## config.mk

```make
export PLATFORM = sky130hd
export DESIGN_NAME = sensor_frame_crc_checker_top
export DESIGN_NICKNAME = d
export VERILOG_FILES = /design/src/rtl/sfcc_pkg.sv /design/src/rtl/sfcc_frame.sv /design/src/rtl/sfcc_convert.sv /design/src/rtl/sensor_frame_crc_checker_top.sv
export SDC_FILE = /design/constraint.sdc
export NUM_CORES = 1
export LEC_CHECK = 0
export BUFFER_PORTS_ARGS = -buffer_cell sky130_fd_sc_hd__buf_2
export CORE_MARGIN = 1.5
export CORE_UTILIZATION = 35
export DETAILED_ROUTE_END_ITERATION = 10
export GPL_TIMING_DRIVEN = 0
export PLACE_DENSITY = 0.51
export SETUP_SLACK_MARGIN = 0.05
export SKIP_LAST_GASP = 1
export SYNTH_ARGS = -nofsm -noshare
export SYNTH_HDL_FRONTEND = slang
export SYNTH_SLANG_ARGS = --single-unit
export TNS_END_PERCENT = 20
```

## constraint.sdc

```tcl
create_clock -name clk -period 11.4 [get_ports clk]
set_clock_uncertainty 0.2 [all_clocks]
set_input_delay 1.14 -clock clk [delete_from_list [all_inputs] [get_ports clk]]
set_output_delay 1.14 -clock clk [all_outputs]
set_load 0.02 [all_outputs]
```

## src/rtl/sfcc_pkg.sv

```systemverilog
// Shared types, constants and the CRC-8 step function of the sensor frame checker.
// No dependencies.
package sfcc_pkg;

	// configuration register indexes
	localparam logic [1:0] CFG_POLY    = 2'd0;
	localparam logic [1:0] CFG_INIT    = 2'd1;
	localparam logic [1:0] CFG_CONVERT = 2'd2;

	localparam logic [7:0] POLY_RST    = 8'h31;
	localparam logic [7:0] INIT_RST    = 8'hFF;
	localparam logic       CONVERT_RST = 1'b1;

	// byte positions inside a frame
	localparam logic [2:0] POS_HI0  = 3'd0;
	localparam logic [2:0] POS_LO0  = 3'd1;
	localparam logic [2:0] POS_CRC0 = 3'd2;
	localparam logic [2:0] POS_HI1  = 3'd3;
	localparam logic [2:0] POS_LO1  = 3'd4;
	localparam logic [2:0] POS_CRC1 = 3'd5;

	// fixed-point conversion
	localparam int          CONV_SHIFT  = 13;
	localparam int          TEMP_PROD_W = 31;
	localparam int          HUM_PROD_W  = 30;
	localparam logic [14:0] TEMP_SCALE  = 15'd21875;
	localparam logic [13:0] HUM_SCALE   = 14'd12500;
	localparam logic [17:0] TEMP_OFFSET = 18'd45000;

	typedef struct packed {
		logic [7:0] crc_polynomial;
		logic [7:0] crc_initial;
		logic       convert_enable;
	} cfg_t;

	typedef struct packed {
		logic [15:0] first_word;
		logic [15:0] second_word;
		logic        convert_enable;
		logic        frame_status;
	} frm_t;

	// MSB-first CRC-8 over one byte
	function automatic logic [7:0] crc8_feed(input logic [7:0] crc_in,
	                                         input logic [7:0] data,
	                                         input logic [7:0] poly);
		logic [7:0] c;
		c = crc_in ^ data;
		for (int k = 0; k < 8; k++) begin
			c = c[7] ? ({c[6:0], 1'b0} ^ poly) : {c[6:0], 1'b0};
		end
		return c;
	endfunction

endpackage

```

## src/rtl/sfcc_frame.sv

```systemverilog
// Byte position tracking, per-word CRC-8 check and frame assembly.
// Depends on sfcc_pkg.
module sfcc_frame (
	input  logic          clk,
	input  logic          arst_n,
	input  sfcc_pkg::cfg_t cfg,
	input  logic          in_valid,
	output logic          in_ready,
	input  logic [7:0]    rx_byte,
	input  logic          frame_start,
	output logic          frm_valid,
	input  logic          frm_ready,
	output sfcc_pkg::frm_t frm
);

	logic [2:0]     pos_q;
	logic [7:0]     crc_q;
	logic [7:0]     hi_q;
	logic [15:0]    first_q;
	logic [15:0]    second_q;
	logic           err_q;
	logic           frm_valid_s1;
	sfcc_pkg::frm_t frm_s1;

	logic [2:0]     pos_eff;
	logic [7:0]     crc_src;
	logic [7:0]     crc_next;
	logic           accept;
	logic           status_now;

	assign in_ready = !frm_valid_s1 || frm_ready;
	assign accept   = in_valid && in_ready;

	always_comb begin
		if (frame_start || pos_q > sfcc_pkg::POS_CRC1) begin
			pos_eff = sfcc_pkg::POS_HI0;
		end else begin
			pos_eff = pos_q;
		end
		// a high byte restarts the CRC from the configured seed
		crc_src = (pos_eff == sfcc_pkg::POS_HI0 || pos_eff == sfcc_pkg::POS_HI1) ?
		          cfg.crc_initial : crc_q;
		crc_next   = sfcc_pkg::crc8_feed(crc_src, rx_byte, cfg.crc_polynomial);
		status_now = err_q || (crc_q != rx_byte);
	end

	always_ff @(posedge clk or negedge arst_n) begin
		if (!arst_n) begin
			pos_q    <= sfcc_pkg::POS_HI0;
			crc_q    <= sfcc_pkg::INIT_RST;
			hi_q     <= '0;
			first_q  <= '0;
			second_q <= '0;
			err_q    <= 1'b0;
		end else if (accept) begin
			pos_q <= (pos_eff == sfcc_pkg::POS_CRC1) ? sfcc_pkg::POS_HI0 : pos_eff + 3'd1;
			case (pos_eff)
				sfcc_pkg::POS_HI0: begin
					err_q <= 1'b0;
					hi_q  <= rx_byte;
					crc_q <= crc_next;
				end
				sfcc_pkg::POS_HI1: begin
					hi_q  <= rx_byte;
					crc_q <= crc_next;
				end
				sfcc_pkg::POS_LO0: begin
					crc_q   <= crc_next;
					first_q <= {hi_q, rx_byte};
				end
				sfcc_pkg::POS_LO1: begin
					crc_q    <= crc_next;
					second_q <= {hi_q, rx_byte};
				end
				sfcc_pkg::POS_CRC0: begin
					if (crc_q != rx_byte) begin
						err_q <= 1'b1;
					end
				end
				default: begin
					err_q <= status_now;
				end
			endcase
		end
	end

	// frame register: loads on the last byte, holds while downstream stalls
	always_ff @(posedge clk or negedge arst_n) begin
		if (!arst_n) begin
			frm_valid_s1 <= 1'b0;
		end else if (accept && pos_eff == sfcc_pkg::POS_CRC1) begin
			frm_valid_s1 <= 1'b1;
		end else if (frm_ready) begin
			frm_valid_s1 <= 1'b0;
		end
	end

	always_ff @(posedge clk) begin
		if (accept && pos_eff == sfcc_pkg::POS_CRC1) begin
			frm_s1.first_word     <= first_q;
			frm_s1.second_word    <= second_q;
			frm_s1.convert_enable <= cfg.convert_enable;
			frm_s1.frame_status   <= status_now;
		end
	end

	assign frm_valid = frm_valid_s1;
	assign frm       = frm_s1;

endmodule

```

## src/rtl/sfcc_convert.sv

```systemverilog
// Fixed-point conversion of a finished frame: multiply stage, then shift,
// offset and the output register. Depends on sfcc_pkg.
module sfcc_convert (
	input  logic               clk,
	input  logic               arst_n,
	input  logic               frm_valid,
	output logic               frm_ready,
	input  sfcc_pkg::frm_t     frm,
	output logic               out_valid,
	input  logic               out_ready,
	output logic signed [17:0] first_value,
	output logic [16:0]        second_value,
	output logic               frame_status
);

	logic                             valid_s2;
	logic [sfcc_pkg::TEMP_PROD_W-1:0] temp_prod_s2;
	logic [sfcc_pkg::HUM_PROD_W-1:0]  hum_prod_s2;
	logic [15:0]                      first_raw_s2;
	logic [15:0]                      second_raw_s2;
	logic                             convert_s2;
	logic                             status_s2;

	logic                             out_valid_q;
	logic [17:0]                      first_q;
	logic [16:0]                      second_q;
	logic                             status_q;

	logic                             out_load;
	logic                             s2_load;
	logic [17:0]                      first_next;
	logic [16:0]                      second_next;

	assign out_load  = !out_valid_q || out_ready;
	assign s2_load   = !valid_s2 || out_load;
	assign frm_ready = s2_load;

	always_ff @(posedge clk or negedge arst_n) begin
		if (!arst_n) begin
			valid_s2 <= 1'b0;
		end else if (s2_load) begin
			valid_s2 <= frm_valid;
		end
	end

	always_ff @(posedge clk) begin
		if (s2_load && frm_valid) begin
			temp_prod_s2  <= sfcc_pkg::TEMP_PROD_W'(frm.first_word) *
			                 sfcc_pkg::TEMP_PROD_W'(sfcc_pkg::TEMP_SCALE);
			hum_prod_s2   <= sfcc_pkg::HUM_PROD_W'(frm.second_word) *
			                 sfcc_pkg::HUM_PROD_W'(sfcc_pkg::HUM_SCALE);
			first_raw_s2  <= frm.first_word;
			second_raw_s2 <= frm.second_word;
			convert_s2    <= frm.convert_enable;
			status_s2     <= frm.frame_status;
		end
	end

	always_comb begin
		if (convert_s2) begin
			// two's complement wrap in 18 bits gives the signed result
			first_next  = temp_prod_s2[sfcc_pkg::TEMP_PROD_W-1:sfcc_pkg::CONV_SHIFT] -
			              sfcc_pkg::TEMP_OFFSET;
			second_next = hum_prod_s2[sfcc_pkg::HUM_PROD_W-1:sfcc_pkg::CONV_SHIFT];
		end else begin
			first_next  = {2'b00, first_raw_s2};
			second_next = {1'b0, second_raw_s2};
		end
	end

	always_ff @(posedge clk or negedge arst_n) begin
		if (!arst_n) begin
			out_valid_q <= 1'b0;
		end else if (out_load) begin
			out_valid_q <= valid_s2;
		end
	end

	always_ff @(posedge clk) begin
		if (out_load && valid_s2) begin
			first_q  <= first_next;
			second_q <= second_next;
			status_q <= status_s2;
		end
	end

	assign out_valid    = out_valid_q;
	assign first_value  = $signed(first_q);
	assign second_value = second_q;
	assign frame_status = status_q;

endmodule

```

## src/rtl/sensor_frame_crc_checker_top.sv

```systemverilog
// Top level of the sensor frame CRC checker: configuration registers and
// the frame and conversion stages. Depends on sfcc_pkg, sfcc_frame, sfcc_convert.
//
//   channel | signals                                   | direction
//   in      | in_valid, in_ready, rx_byte, frame_start  | byte stream in
//   out     | out_valid, out_ready, first_value,        | one beat per frame
//           | second_value, frame_status                |
//   cfg     | cfg_valid, cfg_ready, cfg_index, cfg_data | register writes
//
// One byte is taken every cycle while in_ready is high; its CRC update is done
// in the cycle it arrives. After the sixth byte the result beat passes the frame
// register, multiply register and output register.
// Reset is asynchronous; it restores the register defaults and frame position 0.
// A stalled output backs up through the three registers; in_ready drops only when
// a finished frame is held in the frame register.
// cfg_ready is always high.
module sensor_frame_crc_checker_top (
	input  logic               clk,
	input  logic               arst_n,
	input  logic               in_valid,
	output logic               in_ready,
	input  logic [7:0]         rx_byte,
	input  logic               frame_start,
	output logic               out_valid,
	input  logic               out_ready,
	output logic signed [17:0] first_value,
	output logic [16:0]        second_value,
	output logic               frame_status,
	input  logic               cfg_valid,
	output logic               cfg_ready,
	input  logic [1:0]         cfg_index,
	input  logic [7:0]         cfg_data
);

	sfcc_pkg::cfg_t cfg_q;
	sfcc_pkg::frm_t frm;
	logic           frm_valid;
	logic           frm_ready;

	assign cfg_ready = 1'b1;

	always_ff @(posedge clk or negedge arst_n) begin
		if (!arst_n) begin
			cfg_q.crc_polynomial <= sfcc_pkg::POLY_RST;
			cfg_q.crc_initial    <= sfcc_pkg::INIT_RST;
			cfg_q.convert_enable <= sfcc_pkg::CONVERT_RST;
		end else if (cfg_valid) begin
			case (cfg_index)
				sfcc_pkg::CFG_POLY:    cfg_q.crc_polynomial <= cfg_data;
				sfcc_pkg::CFG_INIT:    cfg_q.crc_initial    <= cfg_data;
				sfcc_pkg::CFG_CONVERT: cfg_q.convert_enable <= cfg_data[0];
				default: begin
					// drop writes to unused indexes
				end
			endcase
		end
	end

	sfcc_frame u_frame (
		.clk         (clk),
		.arst_n      (arst_n),
		.cfg         (cfg_q),
		.in_valid    (in_valid),
		.in_ready    (in_ready),
		.rx_byte     (rx_byte),
		.frame_start (frame_start),
		.frm_valid   (frm_valid),
		.frm_ready   (frm_ready),
		.frm         (frm)
	);

	sfcc_convert u_convert (
		.clk          (clk),
		.arst_n       (arst_n),
		.frm_valid    (frm_valid),
		.frm_ready    (frm_ready),
		.frm          (frm),
		.out_valid    (out_valid),
		.out_ready    (out_ready),
		.first_value  (first_value),
		.second_value (second_value),
		.frame_status (frame_status)
	);

endmodule

```

# Yosys cells after proc, flatten, opt, wreduce, memory -nomap -nowiden
# Index checks and enable logic that the tools add are counted.
# totals
ff_bits	235
output_inout_bits	39
elab_cells	95
# op_classes
magnitude_cmp	1
n_eq_ne	9
muxes	17
multipliers	2
n_reduce_logical	27
bitwise	10
addsub	2
# op_table
op	n
two-way mux 8 bit	9
XOR 8 bit	9
two-way mux 16 bit	2
multiplier 16 x 15 -> 31 bit, second input constant	1
multiplier 16 x 12 -> 28 bit, second input constant	1
subtractor 18 x 16 -> 18 bit, second input constant	1
AND reduction 2 bit	7
!= test 8 bit	1
== test 3 x 2 -> 1 bit, second input constant	2
== test 3 bit, second input constant	2
logical OR 1 bit	6
two-way mux 3 bit	2
logical AND 1 bit	4
OR reduction 4 bit	1
adder 3 x 1 -> 3 bit, second input constant	1
== test 3 x 1 -> 1 bit, second input constant	1
> comparator 3 bit, second input constant	1
logical NOT 1 bit	3
logical NOT 3 bit	1
two-way mux 1 bit	3
case mux 1 bit (3 select lines)	1
AND reduction 3 bit	1
OR reduction 3 bit	1
== test 2 x 1 -> 1 bit, second input constant	1
6 further kinds	6

# Logic depth before layout (Yosys ltp)
# Gate-level depths: netlist of the first run.
# logic_depth
ltp_word	23
mapped_depth	23
ltp_nobuf	23

# Modules after synthesis
# From an unflattened synthesis of the first run, not the netlist that was laid out.
# unflattened
cells_unflattened	1518
hier_area_um2	17371.7
# modules_own_cells
mod	n_inst	area_each_um2	cells_each
sfcc_convert	1	11661.2	1040
sfcc_frame	1	5029.8	439
sensor_frame_crc_checker_top	1	680.7	39

# Worst setup path before layout of the first run
# OpenSTA, ideal clock, no wires.
# synth_timing
kind	reg2reg
from	reg u_frame.frm_s1, in the netlist u_frame.frm[27]
to	reg u_convert.temp_prod_s2[30] (netlist bit), data pin
arrival_time_ns	5.512
path_slack_ns	5.428
path_buffers	0
period_less_slack_ns	5.972
stages_incl_launch_ff	21
path_cell_list	edfxtp_1 ha_1 fa_1 inv_1 fa_1 inv_1 fa_1 fa_1 inv_1 fa_1 inv_1 ha_1 nor4_1 nor2_1 o41ai_1 o21ai_0 a221oi_1 o32ai_1 o41ai_1 o21ba_2 xnor2_1
# synth_via
elab_chain_len	1
# synth_rtl
item	line_no	source
start, declared	sfcc_frame.sv:23	sfcc_pkg::frm_t frm_s1;
multiplier 16 x 15 -> 31 bit	sfcc_convert.sv:48	temp_prod_s2 <= sfcc_pkg::TEMP_PROD_W'(frm.first_word) *
end signal, assigned	sfcc_convert.sv:48	
end, declared	sfcc_convert.sv:17	logic [sfcc_pkg::TEMP_PROD_W-1:0] temp_prod_s2;
# Every way passes these cells.
# A chain may end at the register's enable or synchronous reset.

# Final worst setup path of the first run
# layout_timing
from	reg u_frame.frm_s1, in the netlist u_frame.frm[24]
to	reg u_convert.temp_prod_s2[30] (netlist bit), data pin
# The elaborated chain is that of the path after synthesis.

==> impl_metrics.json, run 1 <==
{
  "status": "complete, no violations",
  "finalCritPeriodShare_pct": 60.43,
  "critPathTopFamily": "compound AO/OA/AOI/OAI gates",
  "crit_slowest_cell": "edfxtp_1",
  "layout-drive-gt1-share_pct": 15.98,
  "power_density_nw_per_um2": 170.7,
  "rsz0062_at_grt": "no",
  "setup_viol": 0,
  "vdd_drop_max_v": 0.0001804,
  "cts.clk_slew.worst_paths_ps": 60,
  "ctsHoldBuffers": 0,
  "crit_buf_inv": 4,
  "final_cells": 2173,
  "utilization_pct": 39.60,
  "cp-start-kind": "register",
  "h-tree-depth": 1,
  "synth.distinct_cells": 84,
  "ys_top_cells_by_area": "edfxtp_1 (25%), ha_1 (17%), fa_1 (15%)",
  "dp.cells": 2129,
  "grt_pass1_wl_um": 59740,
  "cts_tree": "built",
  "wire_per_inst_um": 16.62,
  "maxCapViolCount": 0,
  "ys.flop_type": "edfxtp_1",
  "grt_overflow": 0,
  "grt_start_max_net_pins": 53,
  "path_common_cell": "ha_1",
  "yosysMostFrequentCell": "inv_1",
  "synthToLayoutAreaGrowth_pct": 12.09,
  "start_util_pct": 35.33,
  "post_cts_resized": 0,
  "critPathCapture": "u_convert.temp_prod_s2[30]",
  "antennaDiodeCount": 0,
  "coreArea_um2": 47550,
  "r2r_start": "u_frame.frm[24]",
  "critPathKind": "register to register",
  "num_rows": 80,
  "antenna_found_initial": 1,
  "grt_usage_pct": 15.19,
  "netlist.area_leader.share_pct": 24.85,
  "syn_area_per_cell_um2": 11.61,
  "cp_slowest_stage_delay_ps": 580,
  "crit_cells": 23,
  "finalPower_mw": 3.213,
  "via_per_inst": 4.826,
  "setup-tns-final_ps": 0,
  "die_x_um": 222.1,
  "ys_ff_latch": 211,
  "syn_area_um2": 16800,
  "ys_seq_area_share_pct": 35.72,
  "clock_path_buffers": 3,
  "crit_chain": "ha_1, inv_1, fa_1, inv_1, ha_1, ha_1, inv_1, fa_1, inv_1, ha_1, xor2_1, ha_1, a21oi_1, o21ai_0, a21o_1, a21o_1, o41ai_1, o21ai_0, a221oi_1, o32ai_1, o41ai_1, o21ba_2, xnor2_1",
  "clock_sinks": 211,
  "numPortBuffers": 60,
  "ios": 63,
  "gp_congestion": 0.8342,
  "vias": 10490,
  "die_h_um": 222.1,
  "clk_latency_ps": 530,
  "yosysWarnings": 0,
  "ant_nets": 0,
  "die_area_um2": 49320,
  "drc": 0,
  "final_hold_viol_count": 0,
  "cts_root_buffer": "clkbuf_16",
  "r2r_end": "u_convert.temp_prod_s2[30]",
  "period_needed_ps": 6889,
  "tightestPinTransition_ps": 877.9,
  "worst_setup_path_end_kind": "register",
  "yosys.area.top_type": "edfxtp_1",
  "crit_path_start": "u_frame.frm[24]",
  "drtIter0Drc": 415,
  "min_path_type": "register to register",
  "cts_setup_buffers": 0,
  "final-max-slew-violation-count": 0,
  "drt_pre_antenna_iters": 4,
  "slew_headroom_pct": 40.99,
  "critical_path_required_ps": 11460,
  "leakage_nw": 8.554,
  "routed_wirelength_um": 36120,
  "crit_path_max_fanout": 7,
  "max_freq_mhz": 145.2,
  "synth_commonest_cells": "inv_1 (235), ha_1 (229), edfxtp_1 (139)",
  "synth_edf_count": 139,
  "dp_hpwl_um": 29130,
  "rrSetupSlack_ps": 4510,
  "synth_nets": 1823,
  "final_nets": 1916,
  "cts_made_buffers": 24,
  "grt_pass1_vias": 11000,
  "async_flop_share_pct": 34.12,
  "synthCells": 1447,
  "rr_worst_depth": 23,
  "crit_arrival_ps": 6950
}
[routing by layer]
metal	GRT usage (%)	vias up	routed length, um
met5	0	-	11
met2	24.89	177	16530
met3	2.147	42	1140
met4	3.226	2	780
met1	21.34	5114	17660
li1	-	5151	-
[cells by family (layout without fill, tap and decap cells)]
kind of cell    count (synthesis)  in the layout  share of synthesized area (%)
compound gates                180            180                          7.448
xor+xnor                       97             97                          5.527
fa+ha+maj                     352            352                          31.71
buf+inv                       271            382                          6.167
flops                         211            211                          35.72
mux                            89             89                          5.906
other cells                     1              1                        0.02232
simple gates                  246            246                          7.493
[layout by cell type, fill, tap and decap left out, drive strengths merged, types with 11 or more instances in the layout]
master / Yosys / layout
clkbuf: 24 / 55
inv: 235 / 237
nand3: 22 / 22
a21oi: 38 / 38
edfxtp: 139 / 139
a21o: 14 / 14
xnor2: 63 / 63
dfstp: 20 / 20
ha: 229 / 229
nor3: 15 / 15
o21ai: 47 / 47
buf: 12 / 79
fa: 123 / 123
xor2: 30 / 30
mux2: 81 / 81
dfrtp: 52 / 52
nand2: 70 / 70
nor2: 49 / 49
nand2b: 12 / 12
nor2b: 11 / 11
and2: 12 / 12
[report_power, final]
part | total [mW] | leakage, nW | internal, mW | switching [mW]
combinational | 1.39 | 6.03 | 0.623 | 0.771
sequential | 1.01 | 2.11 | 0.955 | 0.0542
clock | 0.810 | 0.414 | 0.496 | 0.314
total | 3.21 | 8.55 | 2.07 | 1.14
[flip-flops by register name, indices dropped and copies added (netlist names)]
register / count
u_convert.temp_prod_s2: 18
u_convert.out_valid: 1
u_convert.hum_prod_s2: 17
u_convert.valid_s2: 1
u_frame.crc_q: 8
u_frame.pos_q: 3
u_frame.frm_valid: 1
u_convert.second_value: 17
u_frame.frm: 34
u_frame.second_q: 16
u_convert.status_s2: 1
u_frame.err_q: 1
u_convert.first_raw_s2: 16
u_frame.first_q: 16
u_frame.hi_q: 8
u_convert.second_raw_s2: 16
cfg_q: 17
u_convert.first_value: 18
u_convert.frame_status: 1
u_convert.convert_s2: 1
[metrics by stage]
| stage | worst slack, ps | hold WS (ps) | cell area, um2 |
|---|---|---|---|
| 3_5_place_dp | 4427 | 216.8 | 17990 |
| 2_1_floorplan | 5428 | 200.3 | 16800 |
| 4_1_cts | 4410 | 231.1 | 18830 |
| 3_3_place_gp | 3711 | 213.2 | 17870 |
| 5_1_grt | 4106 | 235.0 | 18830 |
| 6_report | 4511 | 225.0 | 18830 |
[how the worst min path moves through the flow]
stage                        start                      to  cells past startpoint
5_1_grt        u_convert.status_s2  u_convert.frame_status                      0
4_1_cts        u_convert.status_s2  u_convert.frame_status                      0
2_1_floorplan       u_frame.frm[1]    u_convert.convert_s2                      0
3_5_place_dp   u_convert.status_s2  u_convert.frame_status                      0
6_report       u_convert.status_s2  u_convert.frame_status                      0
3_3_place_gp   u_convert.status_s2  u_convert.frame_status                      0
[layout make-up]
type / instances / area, um2
Tap cell: 615 / 769.5
Sequential cell: 211 / 6001
Clock inverter: 13 / 150.1
Inverter: 235 / 882.1
Timing Repair Buffer: 67 / 411.6
Buffer: 36 / 153.9
Clock buffer: 31 / 689.4
Fill cell: 4554 / 28720
Multi-Input combinational cell: 965 / 9772
(Power assumes the default switching activity.)
==> run 2, diff against run 1 <==
--- a/config.mk
+++ b/config.mk
@@ -5,12 +5,13 @@
 export SDC_FILE = /design/constraint.sdc
 export NUM_CORES = 1
 export LEC_CHECK = 0
+export ABC_AREA = 1
 export BUFFER_PORTS_ARGS = -buffer_cell sky130_fd_sc_hd__buf_2
 export CORE_MARGIN = 1.5
 export CORE_UTILIZATION = 35
 export DETAILED_ROUTE_END_ITERATION = 10
 export GPL_TIMING_DRIVEN = 0
-export PLACE_DENSITY = 0.51
+export PLACE_DENSITY = 0.53
 export SETUP_SLACK_MARGIN = 0.05
 export SKIP_LAST_GASP = 1
 export SYNTH_ARGS = -nofsm -noshare
==> constraint.sdc (replaced) <==
create_clock -name clk -period 5.6 [get_ports clk]
set_clock_uncertainty 0.2 [all_clocks]
set_input_delay 0.56 -clock clk [delete_from_list [all_inputs] [get_ports clk]]
set_output_delay 0.56 -clock clk [all_outputs]
set_load 0.02 [all_outputs]
==> run 2 against run 1 <==
  * The flow now finishes with violations (DRC, setup timing)
  * Design area is 3.3% higher
  * Register-to-register slack worse by 4800 ps
  * Die area decreased by 0.98%
  * Final cell count grew 13%
  * Fmax is 18% higher
  * Total power rose by 65%
  * Global-route usage is 0.30 points higher
  * Non-clock buffer count grew 48
  * Worst hold slack worse by 160 ps
  * Clock power is 110% higher
  * Core utilization increased by 2.0 points
  * Critical endpoint is now u_convert.temp_prod_s2[29]
  * Largest power group is now sequential cells
  * Highest routed layer is now met4
==> impl_metrics.json, run 2 <==
{
  "grt_pass1_wl_um": 60910,
  "dpl-instance-area_um2": 17890,
  "finalPower_mw": 5.287,
  "ys.flop_type": "edfxtp_1",
  "cts_root_buffer": "clkbuf_16",
  "synth_edf_count": 139,
  "switchingPower_mw": 1.796,
  "final_common_cell": "nand2_1",
  "vias": 11290,
  "crit_path_max_fanout": 4,
  "status": "complete, but fails checks",
  "drtIter0Drc": 437,
  "setup-tns-final_ps": -1755,
  "largest_register_ffs": 34,
  "via_per_inst": 4.596,
  "synthMuxAreaShare_pct": 0.5416,
  "synth_simple_gate_area_share_pct": 14.09,
  "p_int_mw": 3.492,
  "ant_nets": 0,
  "synth_nets": 2053,
  "final_area_um2": 19460,
  "grt_pass1_vias": 11730,
  "drt_pre_antenna_iters": 8,
  "ys_ff_latch": 211,
  "slew_headroom_pct": 30.40,
  "yosys.area.top_type": "edfxtp_1",
  "n_fill_cell": 4554,
  "vdd_drop_max_v": 0.0002142,
  "ys_top_cells_by_area": "edfxtp_1 (25%), ha_1 (17%), fa_1 (15%)",
  "die_x_um": 221.0,
  "maxCapViolCount": 0,
  "cp-start-kind": "register",
  "fin_hold_ws_ps": 64.65,
  "utilization_pct": 41.62,
  "seqPwrFrac_pct": 37.2,
  "combPwrFrac_pct": 30.2,
  "start_util_pct": 35.57,
  "clk_latency_ps": 550,
  "final-max-slew-violation-count": 0,
  "mostFrequentLayoutCells": "nand2_1 (321), inv_1 (314), ha_1 (213)",
  "layout-drive-gt1-share_pct": 16.66,
  "dp_hpwl_um": 29220,
  "die_h_um": 221.0,
  "cts_made_buffers": 26,
  "finalCritPeriodShare_pct": 104.6,
  "grt_overflow": 0,
  "num_rows": 79,
  "rsz0062_at_grt": "yes",
  "async_flop_share_pct": 34.12,
  "synth_commonest_cells": "inv_1 (327), nand2_1 (324), ha_1 (229)",
  "max_freq_mhz": 170.7,
  "syn_area_per_cell_um2": 9.918,
  "crit_arrival_ps": 5960,
  "antenna_found_initial": 2,
  "power_density_nw_per_um2": 271.7,
  "synthToLayoutAreaGrowth_pct": 16.99,
  "setup_viol": 10,
  "critical_path_required_ps": 5700,
  "yosysMostFrequentCell": "inv_1",
  "violations": "DRC, setup timing",
  "synth.distinct_cells": 47,
  "die_area_um2": 48840,
  "gp_congestion": 0.8350,
  "clock_sinks": 211,
  "synth_compound_area_share_pct": 4.626,
  "clock_path_buffers": 3,
  "routed_wirelength_um": 36850,
  "grt_usage_pct": 15.49,
  "cts.clk_slew.worst_paths_ps": 70,
  "synthAdderAreaFrac_pct": 32.03,
  "cts_tree": "built",
  "netlist.area_leader.share_pct": 25.10,
  "fin_ws_ps": -258.5,
  "ios": 63,
  "numPortBuffers": 61,
  "tightestPinTransition_ps": 1031,
  "final_nets": 2205,
  "synthCells": 1677,
  "grt_start_max_net_pins": 51,
  "synth_top_family_by_area": "adder cells",
  "final_hold_viol_count": 0,
  "coreArea_um2": 46750,
  "syn_area_um2": 16630,
  "ys_seq_area_share_pct": 36.08,
  "wire_per_inst_um": 15.00,
  "place_ws_ps": -901.8,
  "r2r_start": "u_frame.frm[30]",
  "h-tree-depth": 1,
  "clock_power_share_pct": 32.6,
  "period_needed_ps": 5858,
  "min_path_type": "input port to register",
  "hp-start": "cfg_data[3]",
  "yosysWarnings": 0,
  "worst_setup_path_end_kind": "register",
  "crit_path_start": "u_frame.frm[30]",
  "switching_share_pct": 33.97,
  "drc": 18,
  "final_cells": 2457,
  "leakage_nw": 9.539,
  "dp.cells": 2349,
  "critPathKind": "register to register",
  "synth_xor_area_share_pct": 4.153
}
## run 2: changes by cell type in the layout (fill, tap and decap cells not counted), moves of 14 or more
| cell | before | now |
|---|---|---|
| buf_4 | 7 | 57 |
| ha_1 | 229 | 213 |
| ha_4 | 0 | 15 |
| inv_1 | 235 | 314 |
| inv_2 | 0 | 21 |
| mux2_2 | 81 | 8 |
| nand2_1 | 70 | 321 |
| nand2_2 | 0 | 14 |
| nand3_1 | 22 | 78 |
| o21ai_0 | 29 | 59 |
| o21ai_1 | 18 | 2 |
| xnor2_1 | 60 | 26 |
| xor2_1 | 30 | 51 |
## run 2: cell families (layout without fill, tap and decap cells)
logic type | after synthesis | in the layout
compound gates | 141 | 141
xor+xnor | 78 | 78
fa+ha+maj | 352 | 352
buf+inv | 364 | 536
flops | 211 | 211
mux | 8 | 8
other cells | 1 | 2
simple gates | 522 | 522
## run 2: layer usage
layer	vias to the layer above	global-route usage [%]	share of wire, %
met1	5399	20.98	48
met2	147	26.65	47
li1	5711	-	-
met5	-	0	0
met4	0	2.625	1.6
met3	35	2.204	3.3
## run 2: cell type report
cell class / instances / area (um2) / area share [%]
inverters: 337 / 1267 / 6.514
flip-flops and latches: 211 / 6001 / 30.84
multi-input cells: 1102 / 9530 / 48.98
diodes: 1 / 2.502 / 0.01286
repair buffers: 124 / 870.8 / 4.476
plain buffers: 27 / 141.4 / 0.7266
clock buffers: 32 / 725.7 / 3.730
well taps: 607 / 759.5 / 3.903
clock inverters: 16 / 158.9 / 0.8167
## run 2: path summary, 6_finish.rpt
kind	slack (ps)	depth (start not counted)	endpoint
max in group asynchronous	4330	3	u_frame.crc_q[7]
min	60	3	cfg_q[4]
min reg2reg	220	0	u_convert.convert_s2
max	-260	26	u_convert.temp_prod_s2[29]
max reg2reg	-260	26	u_convert.temp_prod_s2[29]
min in group asynchronous	260	2	cfg_q[16]
## run 2: timing repair
action,4_1_cts,5_1_grt
endpoints found under the hold margin,22,0
hold buffers,1,0
pin swaps,17,15
endpoints found under the setup margin,19,24
setup buffers,44,14
resized for setup,22,23
## run 2: power groups by stage
stage	Clock (mW)	Combinational, mW	Sequential (mW)
floorplan	0	1.25	1.96
global placement	0	1.52	2.00
detailed placement	0	1.55	2.00
CTS	1.77	1.59	1.97
global route	1.82	1.83	1.99
finish	1.72	1.60	1.97
## run 2: worst max-delay path, cell delays in order (launching register included)
cell	delay, ps
edfxtp_1	520
ha_4	340
inv_2	40
fa_1	470
fa_1	500
inv_1	50
fa_1	460
fa_1	510
inv_2	40
fa_1	550
inv_2	60
ha_4	230
nand2_4	70
nor2_2	40
a211oi_2	170
o221ai_2	130
a21oi_2	220
o21ai_2	120
nand3_1	90
nand2_1	90
nand3_2	80
nand2_2	70
nand3_2	70
nand2_2	70
a21o_1	190
a21oi_2	130
xnor2_1	80
